==> src/rtl/jcd_pkg.sv <==
// shared types, constants and codes of the joystick calibration core
`timescale 1ns / 1ps

package jcd_pkg;

   localparam int NUM_W     = 15;  // |diff| * 100 fits in 15 bits
   localparam int DEN_W     = 8;
   localparam int QUOT_BITS = 7;   // quotient bits needed below saturation
   localparam int CNT_W     = $clog2(QUOT_BITS);

   localparam logic [6:0] PCT_FULL        = 7'd100;
   localparam logic [6:0] DEAD_ZONE_RESET = 7'd5;
   localparam logic [7:0] SAMPLE_TOP      = 8'd255;

   localparam logic MODE_CALIBRATE = 1'b0;
   localparam logic MODE_READ      = 1'b1;

   typedef enum logic [2:0] {
      HEAD_NEUTRAL = 3'd0,
      HEAD_UP      = 3'd1,
      HEAD_DOWN    = 3'd2,
      HEAD_LEFT    = 3'd3,
      HEAD_RIGHT   = 3'd4
   } heading_type;

   typedef struct packed {
      logic       mode;
      logic [7:0] x_sample;
      logic [7:0] y_sample;
   } req_item_type;

   typedef struct packed {
      logic signed [7:0] x_percent;
      logic signed [7:0] y_percent;
      heading_type       heading;
   } rsp_item_type;

   typedef struct packed {
      logic [NUM_W-1:0] num;
      logic [DEN_W-1:0] den;
      logic             neg;
      logic             zero;
   } axis_work_type;

   typedef struct packed {
      logic          mode;
      axis_work_type x_axis;
      axis_work_type y_axis;
   } work_entry_type;

endpackage

==> src/rtl/jcd_front.sv <==
// front end: accepts samples, tracks calibration, prepares division operands
`timescale 1ns / 1ps

module jcd_front
   import jcd_pkg::*;
(
   input  logic           clock,
   input  logic           reset,
   input  logic           push,
   input  req_item_type   req_item,
   input  logic           q_full,
   output logic           q_wr_en,
   output work_entry_type q_wr_data
);

   logic [7:0] x_low_ff, x_high_ff, x_centre_ff;
   logic [7:0] x_low_in, x_high_in, x_centre_in;
   logic       x_known_ff, x_known_in;
   logic [7:0] y_low_ff, y_high_ff, y_centre_ff;
   logic [7:0] y_low_in, y_high_in, y_centre_in;
   logic       y_known_ff, y_known_in;
   logic       accept;

   function automatic axis_work_type axis_work(input logic [7:0] s, input logic [7:0] lo,
                                               input logic [7:0] hi, input logic [7:0] ctr);
      logic signed [8:0] diff;
      logic signed [8:0] span;
      logic [7:0]        adiff;
      logic [7:0]        aspan;
      axis_work_type     w;
      diff = $signed({1'b0, s}) - $signed({1'b0, ctr});
      if (s <= ctr) begin
         span = $signed({1'b0, ctr}) - $signed({1'b0, lo});
      end else begin
         span = $signed({1'b0, hi}) - $signed({1'b0, ctr});
      end
      adiff  = diff[8] ? 8'(-diff) : diff[7:0];
      aspan  = span[8] ? 8'(-span) : span[7:0];
      w.num  = NUM_W'(adiff) * NUM_W'(PCT_FULL);
      w.den  = aspan;
      w.neg  = diff[8] ^ span[8];
      w.zero = (span == 9'sd0);
      return w;
   endfunction

   assign accept  = push && !q_full;
   assign q_wr_en = accept;

   always_comb begin
      q_wr_data.mode   = req_item.mode;
      q_wr_data.x_axis = axis_work(req_item.x_sample, x_low_ff, x_high_ff, x_centre_ff);
      q_wr_data.y_axis = axis_work(req_item.y_sample, y_low_ff, y_high_ff, y_centre_ff);
   end

   always_comb begin
      x_low_in    = x_low_ff;
      x_high_in   = x_high_ff;
      x_centre_in = x_centre_ff;
      x_known_in  = x_known_ff;
      y_low_in    = y_low_ff;
      y_high_in   = y_high_ff;
      y_centre_in = y_centre_ff;
      y_known_in  = y_known_ff;
      if (accept && req_item.mode == MODE_CALIBRATE) begin
         if (!x_known_ff) begin
            x_centre_in = req_item.x_sample;
            x_known_in  = 1'b1;
         end
         if (req_item.x_sample > x_high_ff) x_high_in = req_item.x_sample;
         if (req_item.x_sample < x_low_ff)  x_low_in  = req_item.x_sample;
         if (!y_known_ff) begin
            y_centre_in = req_item.y_sample;
            y_known_in  = 1'b1;
         end
         if (req_item.y_sample > y_high_ff) y_high_in = req_item.y_sample;
         if (req_item.y_sample < y_low_ff)  y_low_in  = req_item.y_sample;
      end
   end

   always_ff @(posedge clock) begin
      if (reset) begin
         x_low_ff    <= SAMPLE_TOP;
         x_high_ff   <= '0;
         x_centre_ff <= '0;
         x_known_ff  <= 1'b0;
         y_low_ff    <= SAMPLE_TOP;
         y_high_ff   <= '0;
         y_centre_ff <= '0;
         y_known_ff  <= 1'b0;
      end else begin
         x_low_ff    <= x_low_in;
         x_high_ff   <= x_high_in;
         x_centre_ff <= x_centre_in;
         x_known_ff  <= x_known_in;
         y_low_ff    <= y_low_in;
         y_high_ff   <= y_high_in;
         y_centre_ff <= y_centre_in;
         y_known_ff  <= y_known_in;
      end
   end

endmodule

==> src/rtl/jcd_queue.sv <==
// short queue between front and back end
`timescale 1ns / 1ps

module jcd_queue
   import jcd_pkg::*;
#(
   parameter int DEPTH = 2
) (
   input  logic           clock,
   input  logic           reset,
   input  logic           wr_en,
   input  work_entry_type wr_data,
   output logic           full,
   input  logic           rd_en,
   output work_entry_type rd_data,
   output logic           empty
);

   localparam int PTR_W = (DEPTH > 1) ? $clog2(DEPTH) : 1;
   localparam int CNT_W = $clog2(DEPTH + 1);

   work_entry_type   slots_ff [DEPTH];
   logic [PTR_W-1:0] wr_ptr_ff, wr_ptr_in;
   logic [PTR_W-1:0] rd_ptr_ff, rd_ptr_in;
   logic [CNT_W-1:0] count_ff, count_in;
   logic             do_wr, do_rd;

   assign full    = (count_ff == CNT_W'(DEPTH));
   assign empty   = (count_ff == '0);
   assign do_wr   = wr_en && !full;
   assign do_rd   = rd_en && !empty;
   assign rd_data = slots_ff[rd_ptr_ff];

   always_comb begin
      wr_ptr_in = wr_ptr_ff;
      rd_ptr_in = rd_ptr_ff;
      count_in  = count_ff;
      if (do_wr) begin
         wr_ptr_in = (wr_ptr_ff == PTR_W'(DEPTH - 1)) ? '0 : wr_ptr_ff + 1'b1;
      end
      if (do_rd) begin
         rd_ptr_in = (rd_ptr_ff == PTR_W'(DEPTH - 1)) ? '0 : rd_ptr_ff + 1'b1;
      end
      if (do_wr && !do_rd) count_in = count_ff + 1'b1;
      else if (do_rd && !do_wr) count_in = count_ff - 1'b1;
   end

   always_ff @(posedge clock) begin
      if (do_wr) slots_ff[wr_ptr_ff] <= wr_data;
   end

   always_ff @(posedge clock) begin
      if (reset) begin
         wr_ptr_ff <= '0;
         rd_ptr_ff <= '0;
         count_ff  <= '0;
      end else begin
         wr_ptr_ff <= wr_ptr_in;
         rd_ptr_ff <= rd_ptr_in;
         count_ff  <= count_in;
      end
   end

endmodule

==> src/rtl/jcd_divider.sv <==
// restoring divider for one axis, one quotient bit per step, saturating at 100
`timescale 1ns / 1ps

module jcd_divider
   import jcd_pkg::*;
(
   input  logic              clock,
   input  logic              start,
   input  logic              step,
   input  axis_work_type     work,
   output logic [6:0]        magnitude,
   output logic signed [7:0] percent
);

   logic [NUM_W-1:0]     rem_ff, rem_in;
   logic [NUM_W-1:0]     dv_ff, dv_in;
   logic [QUOT_BITS-1:0] q_ff, q_in;
   logic                 ovf_ff, ovf_in;
   logic                 neg_ff, neg_in;
   logic                 zero_ff, zero_in;
   logic [7:0]           mag_ext;

   always_comb begin
      rem_in  = rem_ff;
      dv_in   = dv_ff;
      q_in    = q_ff;
      ovf_in  = ovf_ff;
      neg_in  = neg_ff;
      zero_in = zero_ff;
      if (start) begin
         rem_in  = work.num;
         dv_in   = NUM_W'(work.den) << (QUOT_BITS - 1);
         q_in    = '0;
         // quotient would need more bits than we keep: saturates anyway
         ovf_in  = work.num >= (NUM_W'(work.den) << QUOT_BITS);
         neg_in  = work.neg;
         zero_in = work.zero;
      end else if (step) begin
         if (rem_ff >= dv_ff) begin
            rem_in = rem_ff - dv_ff;
            q_in   = {q_ff[QUOT_BITS-2:0], 1'b1};
         end else begin
            q_in   = {q_ff[QUOT_BITS-2:0], 1'b0};
         end
         dv_in = dv_ff >> 1;
      end
   end

   always_ff @(posedge clock) begin
      rem_ff  <= rem_in;
      dv_ff   <= dv_in;
      q_ff    <= q_in;
      ovf_ff  <= ovf_in;
      neg_ff  <= neg_in;
      zero_ff <= zero_in;
   end

   always_comb begin
      if (zero_ff) magnitude = '0;
      else if (ovf_ff || q_ff > PCT_FULL) magnitude = PCT_FULL;
      else magnitude = q_ff;
      mag_ext = {1'b0, magnitude};
      percent = neg_ff ? $signed(~mag_ext + 8'd1) : $signed(mag_ext);
   end

endmodule

==> src/rtl/jcd_back.sv <==
// back end: runs both axis divisions, classifies heading, holds the result
`timescale 1ns / 1ps

module jcd_back
   import jcd_pkg::*;
(
   input  logic           clock,
   input  logic           reset,
   input  logic           q_empty,
   input  work_entry_type q_rd_data,
   output logic           q_rd_en,
   input  logic [6:0]     dead_zone,
   output logic           empty,
   input  logic           pop,
   output rsp_item_type   rsp_item
);

   typedef enum logic [1:0] {
      S_IDLE,
      S_DIV,
      S_DONE
   } state_type;

   state_type         state_ff;
   logic [CNT_W-1:0]  cnt_ff;
   logic              mode_ff;
   logic              out_valid_ff;
   rsp_item_type      rsp_ff;
   rsp_item_type      rsp_next;
   logic              start, step;
   logic              rsp_load;
   logic [6:0]        x_mag, y_mag;
   logic signed [7:0] x_pct, y_pct;

   assign start    = (state_ff == S_IDLE) && !q_empty;
   assign step     = (state_ff == S_DIV);
   assign q_rd_en  = start;
   assign rsp_load = (state_ff == S_DONE) && (!out_valid_ff || pop);

   jcd_divider u_div_x (
      .clock     (clock),
      .start     (start),
      .step      (step),
      .work      (q_rd_data.x_axis),
      .magnitude (x_mag),
      .percent   (x_pct)
   );

   jcd_divider u_div_y (
      .clock     (clock),
      .start     (start),
      .step      (step),
      .work      (q_rd_data.y_axis),
      .magnitude (y_mag),
      .percent   (y_pct)
   );

   always_comb begin
      rsp_next.x_percent = '0;
      rsp_next.y_percent = '0;
      rsp_next.heading   = HEAD_NEUTRAL;
      if (mode_ff == MODE_READ) begin
         rsp_next.x_percent = x_pct;
         rsp_next.y_percent = y_pct;
         if (x_mag < dead_zone && y_mag < dead_zone) rsp_next.heading = HEAD_NEUTRAL;
         else if (x_mag < y_mag) rsp_next.heading = y_pct[7] ? HEAD_DOWN : HEAD_UP;
         else rsp_next.heading = x_pct[7] ? HEAD_LEFT : HEAD_RIGHT;
      end
   end

   always_ff @(posedge clock) begin
      if (reset) begin
         state_ff     <= S_IDLE;
         cnt_ff       <= '0;
         out_valid_ff <= 1'b0;
      end else begin
         if (rsp_load) out_valid_ff <= 1'b1;
         else if (pop) out_valid_ff <= 1'b0;
         unique case (state_ff)
            S_IDLE: begin
               if (!q_empty) begin
                  mode_ff  <= q_rd_data.mode;
                  cnt_ff   <= CNT_W'(QUOT_BITS - 1);
                  state_ff <= (q_rd_data.mode == MODE_CALIBRATE) ? S_DONE : S_DIV;
               end
            end
            S_DIV: begin
               if (cnt_ff == '0) state_ff <= S_DONE;
               else cnt_ff <= cnt_ff - 1'b1;
            end
            S_DONE: begin
               if (rsp_load) begin
                  rsp_ff   <= rsp_next;
                  state_ff <= S_IDLE;
               end
            end
            default: state_ff <= S_IDLE;
         endcase
      end
   end

   assign empty    = !out_valid_ff;
   assign rsp_item = rsp_ff;

endmodule

==> src/rtl/joystick_calibrate_and_direction_core.sv <==
// joystick calibration and direction core: top level with register port
`timescale 1ns / 1ps
// a read item runs the seven steps of the per-axis restoring divider in the back end,
// a calibrate item skips them; the back end takes a new item only once the last result
//   is loaded into the result register
// the front takes new items while the queue has room, so bursts up to the queue depth pass
// reset (synchronous): calibration cleared, queue and result emptied, dead zone back to 5

module joystick_calibrate_and_direction_core
   import jcd_pkg::*;
#(
   parameter int QUEUE_DEPTH = 2
) (
   input  logic         clock,
   input  logic         reset,
   // input side
   input  logic         push,
   output logic         full,
   input  req_item_type req_item,
   // result side
   output logic         empty,
   input  logic         pop,
   output rsp_item_type rsp_item,
   // register port
   input  logic         psel,
   input  logic         penable,
   input  logic         pwrite,
   input  logic [1:0]   paddr,
   input  logic [31:0]  pwdata,
   output logic [31:0]  prdata,
   output logic         pready
);

   localparam logic [1:0] ADDR_DEAD_ZONE = 2'd0;

   logic [6:0]     dead_zone_ff;
   logic           csr_write;
   logic           q_wr_en, q_rd_en, q_full, q_empty;
   work_entry_type q_wr_data, q_rd_data;

   // register port: no wait states, dead zone is the only register
   assign pready    = 1'b1;
   assign csr_write = psel && penable && pwrite && pready && (paddr == ADDR_DEAD_ZONE);
   assign prdata    = (paddr == ADDR_DEAD_ZONE) ? {25'd0, dead_zone_ff} : '0;

   always_ff @(posedge clock) begin
      if (reset) begin
         dead_zone_ff <= DEAD_ZONE_RESET;
      end else if (csr_write) begin
         dead_zone_ff <= pwdata[6:0];
      end
   end

   // input side stalls only when the queue is full
   assign full = q_full;

   // front: calibration tracking and operand preparation at transfer time
   jcd_front u_front (
      .clock     (clock),
      .reset     (reset),
      .push      (push),
      .req_item  (req_item),
      .q_full    (q_full),
      .q_wr_en   (q_wr_en),
      .q_wr_data (q_wr_data)
   );

   // decoupling queue: operands already carry the calibration seen by each item
   jcd_queue #(
      .DEPTH (QUEUE_DEPTH)
   ) u_queue (
      .clock   (clock),
      .reset   (reset),
      .wr_en   (q_wr_en),
      .wr_data (q_wr_data),
      .full    (q_full),
      .rd_en   (q_rd_en),
      .rd_data (q_rd_data),
      .empty   (q_empty)
   );

   // back: divisions, saturation, heading and the result register
   jcd_back u_back (
      .clock     (clock),
      .reset     (reset),
      .q_empty   (q_empty),
      .q_rd_data (q_rd_data),
      .q_rd_en   (q_rd_en),
      .dead_zone (dead_zone_ff),
      .empty     (empty),
      .pop       (pop),
      .rsp_item  (rsp_item)
   );

endmodule

==> config.mk <==
export PLATFORM = sky130hd
export DESIGN_NAME = joystick_calibrate_and_direction_core
export DESIGN_NICKNAME = d
export VERILOG_FILES = /design/src/rtl/jcd_pkg.sv /design/src/rtl/jcd_front.sv /design/src/rtl/jcd_queue.sv /design/src/rtl/jcd_divider.sv /design/src/rtl/jcd_back.sv /design/src/rtl/joystick_calibrate_and_direction_core.sv
export SDC_FILE = /design/constraint.sdc
export NUM_CORES = 1
export LEC_CHECK = 0
export BUFFER_PORTS_ARGS = -buffer_cell sky130_fd_sc_hd__buf_2
export CELL_PAD_IN_SITES_DETAIL_PLACEMENT = 0
export CELL_PAD_IN_SITES_GLOBAL_PLACEMENT = 1
export CORE_ASPECT_RATIO = 0.6
export CORE_MARGIN = 5
export CORE_UTILIZATION = 40
export CTS_BUF_LIST = sky130_fd_sc_hd__clkbuf_8
export DETAILED_ROUTE_END_ITERATION = 12
export GPL_TIMING_DRIVEN = 0
export PLACE_DENSITY = 0.66
export SKIP_LAST_GASP = 1
export SLEW_MARGIN = 25
export SYNTH_ARGS = -nofsm -noshare
export SYNTH_HDL_FRONTEND = slang
export SYNTH_HIERARCHICAL = 1
export SYNTH_SLANG_ARGS = --single-unit
==> constraint.sdc <==
create_clock -name clock -period 10.3 [get_ports clock]
set_input_delay 0 -clock clock [delete_from_list [all_inputs] [get_ports clock]]
set_output_delay 0 -clock clock [all_outputs]
set_load 0.02 [all_outputs]
==> results by group, run 1 <==
Timing
  • Slew @ Worst Pin: 1030 ps
  • FMAX: 0.187 GHz
  • Setup tns final: 0 ps
  • Post-layout minimum cycle time: 5330 ps
  • RSZ-0062 raised after global routing: no
  • Tcrit/Tclk final: 51.8%
  • Final Hold Viols: 0
  • Min Hold Slack: 67.6 ps
  • Rel. slew slack: 30.3%
  • Count of pins over their slew limit: 0
  • Setup violations, final: 0
  • Fin Clk Skew: 48.3 ps

Die
  • Io pins: 112
  • Rows: 60
  • Die height: 176 um
  • Die X: 287 um
  • Starting density of the core: 40.7%
  • Die area: 50500 um2
  • CORE AREA: 45100 um2

Setup path
  • Setup crit end kind: register
  • WS Path Type: reg2reg
  • Required time worst endpoint: 10610 ps
  • CP Max Fanout: 8
  • Worst R2R Setup Slack: 4970 ps
  • Crit path DAT: 5640 ps
  • Startpoint types: register

GRT
  • Initial antenna violation count: 0
  • First-pass GRT wire length: 74100 um
  • Largest net degree at the start of global routing: 51
  • Number of global-route vias before repair: 13250
  • Total gr overflow: 0
  • GR Util All Layers: 18.2%

Logic synthesis
  • Seq/Total Area, Yosys: 38.6%
  • Post-synth top flop: edfxtp_1
  • Cell variety after synth: 93
  • Dominant cells by area after synthesis: edfxtp_1 28%, ha_1 14%, dfxtp_1 10%, inv_1 3.6%, mux2_2 3.4%
  • Yosys top cell by area: edfxtp_1
  • Post-synthesis cell count: 1864
  • Synth warnings: 6
  • Post-synth EDFFs: 174
  • Ys async rst share: 0%
  • Largest family of logic cells by synthesized area: compound AO/OA/AOI/OAI gates
  • Adder-cell area share of the yosys netlist: 15.1%
  • Count leader, synth: ha_1
  • Yosys reg bits: 267
  • Multiplexer share of the synthesized area: 6.59%
  • Post-synthesis simple-gate area fraction: 13.0%
  • Synth Cell Area: 18400 um2
  • Synth Area in Compound Gates: 15.6%
  • Synth top cells by count: 203 x ha_1, 176 x inv_1, 174 x edfxtp_1, 147 x nand2_1, 127 x nor2_1
  • Xor/xnor cell area share of the yosys netlist: 4.74%
  • Synth top area share: 28.4%
  • Average cell area after synthesis: 9.86 um2

Detailed routing
  • WL final: 46200 um
  • Antenna Violating Nets Remaining: 0
  • Post-route DRC: 0
  • DR vias/cell: 5.13
  • Vias: 13793
  • TritonRoute pass-1 iters: 5
  • Average wire per standard cell: 17.2 um
  • DR iter-0 viols: 1177

Placement
  • Hpwl dp: 35900 um
  • GP Congestion: 0.843
  • Placed insts: 2577
  • Port Buf Inserts: 60

Clock tree
  • CTS buffer count: 44
  • Clock root buffer master: clkbuf_8
  • Clock Sinks: 267
  • Clock tree buffer depth: 3
  • Worst skew pair latency: 610 ps
  • Worst-path clk slew: 70 ps
  • H-tree Lvls: 2
  • CTS tree: done
  • Post-cts sizing count: 0

Layout
  • Final net count: 2309
  • Area grow syn2layout: 13.8%
  • Non-Filler Instances: 2689
  • Share of layout cells above drive strength 1: 14.5%
  • Antenna cell count: 0

Hold path
  • Class of the tightest hold or removal check: in2reg

Run
  • # Max-Cap Violations: 0

Power
  • Post-layout power: 6820 uW
  • Max IR drop VDD: 0.182 mV
  • Pleak: 0.00879 uW
  • Cell Pwr Density: 326 nW/um2

Outcome
  • Status: finished clean
[cell usage in the layout, fill, tap and decap left out, types with 42 or more instances in the layout]
cell type / instances
nand2_1: 147
mux2_2: 56
clkbuf_8: 45
xnor2_1: 47
buf_2: 69
ha_1: 203
edfxtp_1: 174
xor2_1: 45
o21ai_0: 96
a21oi_1: 121
inv_1: 184
nor2_1: 127
a21o_1: 42
nand2b_1: 45
dfxtp_1: 93
mux2i_1: 58
[through the flow]
stage                     cell area (um2)  utilization (%)  setup WS, ps
after floorplan                     18500                -          5750
after global placement              19600             43.3          5050
after detailed placement            19700             43.6          5050
after CTS                           20900             46.3          4990
after global routing                20900             46.3          4500
final                               20900             46.3          4970
[logic make-up (layout without fill, tap and decap cells)]
group	Yosys count	in the layout
adder cells (fa/ha/maj)	215	215
AND/OR/NAND/NOR	481	481
buffers and inverters	261	439
AO/OA/AOI/OAI	427	427
multiplexers	114	114
XOR/XNOR	96	96
flip-flops	267	267
other	3	30
[per-layer routing]
metal	GRT usage [%]	up-vias	part of all wire, %
met5	0	-	0
met4	3.09	0	1.3
met3	3.21	56	4.8
met2	23.7	241	37
met1	30.7	6567	57
li1	-	6929	-
[report_power, final]
group	total [uW]	switching [uW]	internal (uW)
combinational	3890	2330	1560
sequential	1930	131	1800
clock	999	462	537
[area by class of cell]
class,count,area [um2]
plain buffers,85,507
repair buffers,99,719
inverters,176,663
fillers,4384,24200
well taps,620,776
clock buffers,45,619
clock inverters,34,289
multi-input cells,1363,10200
flip-flops and latches,267,7090
[final timing paths]
path	end	cells past startpoint	from
max reg2reg	u_queue/slots_ff[0][24]	20	u_front/y_centre_ff[3]
max	u_queue/slots_ff[0][24]	20	u_front/y_centre_ff[3]
min reg2reg	u_front/x_centre_ff[3]	2	u_front/x_centre_ff[3]
min	u_queue/wr_ptr_ff	5	push
[what timing repair did]
action	CTS	global route
hold buffers	33	0
setup buffers	0	0
endpoints found under the hold margin	65	0
[registers in the layout, summed over array words and instances (netlist names), 2 cells and up, named ones only]
register	flops
u_front/y_high_ff	8
u_back/u_div_y/rem_ff	15
u_back/u_div_y/dv_ff	14
u_queue/count_ff	2
u_back/u_div_x/dv_ff	14
u_back/rsp_item	19
u_front/x_centre_ff	8
u_back/u_div_x/rem_ff	15
u_front/x_high_ff	8
dead_zone_ff	7
u_back/u_div_y/q_ff	7
u_back/cnt_ff	3
u_back/state_ff	2
u_queue/slots_ff	102
u_back/u_div_x/q_ff	7
u_front/y_low_ff	8
u_front/x_low_ff	8
u_front/y_centre_ff	8
[worst max-delay path, stage by stage (launching register included)]
cell and delay (ps):
dfxtp_1 400, inv_1 90, ha_1 380, nand3_1 130, nand2_1 140, nand2_1 70, o211ai_1 740, nor2_1 120
xnor2_1 450, ha_1 330, ha_1 300, ha_1 330, xor2_1 170, ha_1 360, a21oi_1 170, o21bai_1 100
a21o_1 190, a21oi_1 220, o21bai_1 80, a21oi_1 190, xor2_1 100
Power figures use the tool's default switching activity.
==> run 2, diff against run 1 <==
--- a/config.mk
+++ b/config.mk
@@ -5,6 +5,7 @@
 export SDC_FILE = /design/constraint.sdc
 export NUM_CORES = 1
 export LEC_CHECK = 0
+export ABC_AREA = 1
 export BUFFER_PORTS_ARGS = -buffer_cell sky130_fd_sc_hd__buf_2
 export CELL_PAD_IN_SITES_DETAIL_PLACEMENT = 0
 export CELL_PAD_IN_SITES_GLOBAL_PLACEMENT = 1
@@ -14,7 +15,7 @@
 export CTS_BUF_LIST = sky130_fd_sc_hd__clkbuf_8
 export DETAILED_ROUTE_END_ITERATION = 12
 export GPL_TIMING_DRIVEN = 0
-export PLACE_DENSITY = 0.66
+export PLACE_DENSITY = 0.71
 export SKIP_LAST_GASP = 1
 export SLEW_MARGIN = 25
 export SYNTH_ARGS = -nofsm -noshare
==> constraint.sdc (replaced) <==
create_clock -name clock -period 4.4 [get_ports clock]
set_input_delay 0 -clock clock [delete_from_list [all_inputs] [get_ports clock]]
set_output_delay 0 -clock clock [all_outputs]
set_load 0.02 [all_outputs]
==> results by group, run 2 <==
Outcome
  • Status: finished clean

Logic synthesis
  • Dominant cells by area after synthesis: edfxtp_1 28%, ha_1 14%, nand2_1 10%, dfxtp_1 9.9%, inv_1 7.4%
  • Post-synth top flop: edfxtp_1
  • Ys async rst share: 0% (unchanged)
  • Post-synthesis cell count: 2253 (+21%)
  • Synth warnings: 6 (unchanged)
  • Synth Cell Area: 18800 um2 (+2.2%)
  • Yosys top cell by area: edfxtp_1
  • Count leader, synth: nand2_1
  • Average cell area after synthesis: 8.33 um2 (-15%)
  • Post-synth EDFFs: 174 (unchanged)
  • Seq/Total Area, Yosys: 37.7% (-0.81 points)
  • Cell variety after synth: 51 (-45%)
  • Synth top cells by count: 508 x nand2_1, 370 x inv_1, 203 x ha_1, 174 x edfxtp_1, 144 x a21oi_1
  • Yosys reg bits: 267 (unchanged)
  • Synth top area share: 27.8% (-0.60 points)

Clock tree
  • CTS buffer count: 45 (+2.3%)
  • Clock root buffer master: clkbuf_8
  • Clock Sinks: 267 (unchanged)
  • Worst skew pair latency: 600 ps (about the same)
  • H-tree Lvls: 2 (unchanged)
  • Worst-path clk slew: 70 ps (about the same)
  • Clock tree buffer depth: 3 (unchanged)
  • CTS tree: done

Placement
  • Area after DPL: 20100 um2 (+2.2%)
  • Port Buf Inserts: 60 (unchanged)
  • Hpwl dp: 37000 um (+3.1%)
  • Pre-CTS WS: -534 ps (-5580 ps)
  • GP Congestion: 0.865 (+2.6%)

Layout
  • Max FFs per register: 102 (unchanged)
  • Most common cell after layout, fill and taps aside: nand2_1
  • Fill cell count: 4545 (+3.7%)
  • Final net count: 2736 (+18%)
  • Antenna cell count: 0 (unchanged)
  • Share of layout cells above drive strength 1: 16.0% (+1.5 points)
  • Design area: 22100 um2 (+5.8%)
  • Area grow syn2layout: 17.8%
  • Largest register by flop count: u_queue/slots_ff
  • Commonest cells after routing, fill and taps aside: 499 x nand2_1, 372 x inv_1, 178 x ha_1

Timing
  • FMAX: 0.232 GHz (+24%)
  • Worst Slack Setup Final: 87.0 ps (-4880 ps)
  • Min Hold Slack: 266 ps (+198 ps)
  • Tcrit/Tclk final: 98.0% (+46 points)
  • Final Hold Viols: 0 (unchanged)
  • Post-layout minimum cycle time: 4310 ps (-1020 ps)
  • Slew @ Worst Pin: 890 ps (-140 ps)
  • RSZ-0062 raised after global routing: yes
  • Count of pins over their slew limit: 0 (unchanged)
  • Setup tns final: 0 ps (unchanged)
  • Fin Clk Skew: 50.3 ps (+1.91 ps)
  • Rel. slew slack: 40.7% (+10 points)
  • Setup violations, final: 0 (unchanged)

GRT
  • GR Util All Layers: 18.5% (+0.26 points)
  • Total gr overflow: 0 (unchanged)
  • Number of global-route vias before repair: 14498 (+9.4%)
  • Largest net degree at the start of global routing: 22 (-57%)
  • First-pass GRT wire length: 76700 um (+3.4%)
  • Initial antenna violation count: 0 (unchanged)

Detailed routing
  • DR iter-0 viols: 1028 (-13%)
  • Post-route DRC: 0 (unchanged)
  • WL final: 47800 um (+3.4%)
  • Antenna Violating Nets Remaining: 0 (unchanged)
  • DR vias/cell: 4.93 (-4.0%)
  • Vias: 15414 (+12%)
  • TritonRoute pass-1 iters: 6 (+1)
  • Average wire per standard cell: 15.3 um (-11%)

Power
  • Cell Pwr Density: 824 nW/um2 (+150%)
  • Post-layout power: 18200 uW (+170%)
  • Pleak: 0.0105 uW (+19%)
  • Max IR drop VDD: 0.603 mV (+230%)

Setup path
  • Crit path DAT: 4610 ps (-1030 ps)
  • CP Max Fanout: 10 (+2)
  • Setup crit end kind: register
  • Startpoint types: register
  • WS Path Type: reg2reg
  • Required time worst endpoint: 4700 ps (-5910 ps)

Hold path
  • Class of the tightest hold or removal check: in2reg

Die
  • Starting density of the core: 40.5% (-0.21 points)
  • CORE AREA: 46300 um2 (+2.7%)
  • Die height: 178 um (+1.0%)
  • Die area: 51500 um2 (+2.1%)
  • Io pins: 112 (unchanged)
  • Rows: 61 (+1.7%)
  • Die X: 290 um (+1.0%)

Run
  • # Max-Cap Violations: 0 (unchanged)
-- run 2: changes by cell type after synthesis, sizes merged, moves of 16 or more --
cell | before | now
a21oi | 125 | 146
nor2b | 20 | 0
o22ai | 0 | 36
nand2 | 147 | 530
nand2b | 45 | 0
a211oi | 16 | 0
mux2i | 58 | 0
nand3 | 19 | 140
inv | 176 | 378
a21o | 45 | 4
nand4 | 12 | 33
and2 | 28 | 9
xnor2 | 50 | 14
-- run 2: cell type report --
cell class | count | area (um2) | area share, %
plain buffers | 71 | 522 | 2.36
clock buffers | 46 | 633 | 2.86
clock inverters | 37 | 218 | 0.985
inverters | 382 | 1440 | 6.52
multi-input cells | 1560 | 10300 | 46.8
flip-flops and latches | 267 | 7100 | 32.1
well taps | 630 | 788 | 3.57
repair buffers | 136 | 1070 | 4.84
-- run 2: worst max-delay path: stages, from the launching register on --
cell and delay, ps:
dfxtp_4 360, ha_4 160, fa_2 370, o21ai_4 190, nand3_2 80, and2_4 160, buf_6 140, inv_2 60
nor2_1 60, xor2_2 150, buf_4 150, ha_1 260, ha_1 270, inv_1 50, fa_1 540, inv_2 50
ha_4 230, a21oi_2 220, o21ai_4 110, nand2_1 70, nand2_1 50, a21oi_1 160, xnor2_1 120
-- run 2: cells by family (layout without fill, tap and decap cells) --
kind of cell | count (synthesis) | count (layout) | share of synthesized area, %
xor+xnor | 49 | 49 | 2.33
flops | 267 | 267 | 37.7
fa+ha+maj | 215 | 215 | 14.8
simple gates | 872 | 872 | 20.3
mux | 51 | 51 | 4.06
buf+inv | 453 | 672 | 10.4
compound gates | 343 | 343 | 10.3
other cells | 3 | 30 | 0.0600
-- run 2: repair_timing --
item / CTS / global route
hold buffers: 46 / 0
hold endpoints to repair: 76 / 0
endpoints found under the setup margin: 22 / 16
pin swaps: 12 / 36
buffers inserted: 12 / 13
gates resized for setup: 42 / 69
-- run 2: report_power, final --
group | total, uW | internal [uW] | switching (uW)
Clock | 2170 | 1100 | 1070
Sequential | 4570 | 4300 | 270
Combinational | 11500 | 4560 | 6930
-- run 2: worst paths after layout --
kind | startpoint | end | slack [ps] | cells after the start
min | req_item[0] | u_front/y_high_ff[0] | 270 | 4
max | u_front/x_centre_ff[0] | u_queue/slots_ff[1][47] | 90 | 22
min reg2reg | u_front/y_known_ff | u_front/y_known_ff | 470 | 1
max reg2reg | u_front/x_centre_ff[0] | u_queue/slots_ff[1][47] | 90 | 22
-- run 2: through the flow --
stage               utilization [%]  std cells
finish                         47.7       3129
floorplan                         -       2280
detailed placement             43.4       2975
global route                   47.7       3129
CTS                            46.8       3116
global placement               43.1       2970
-- run 2: routing by layer --
metal | vias up | track usage, % | part of all wire, %
met5 | - | 0 | 0
met4 | 0 | 3.40 | 1.5
met3 | 54 | 3.26 | 6.0
met2 | 342 | 25.3 | 38
met1 | 7160 | 29.9 | 54
li1 | 7858 | - | -
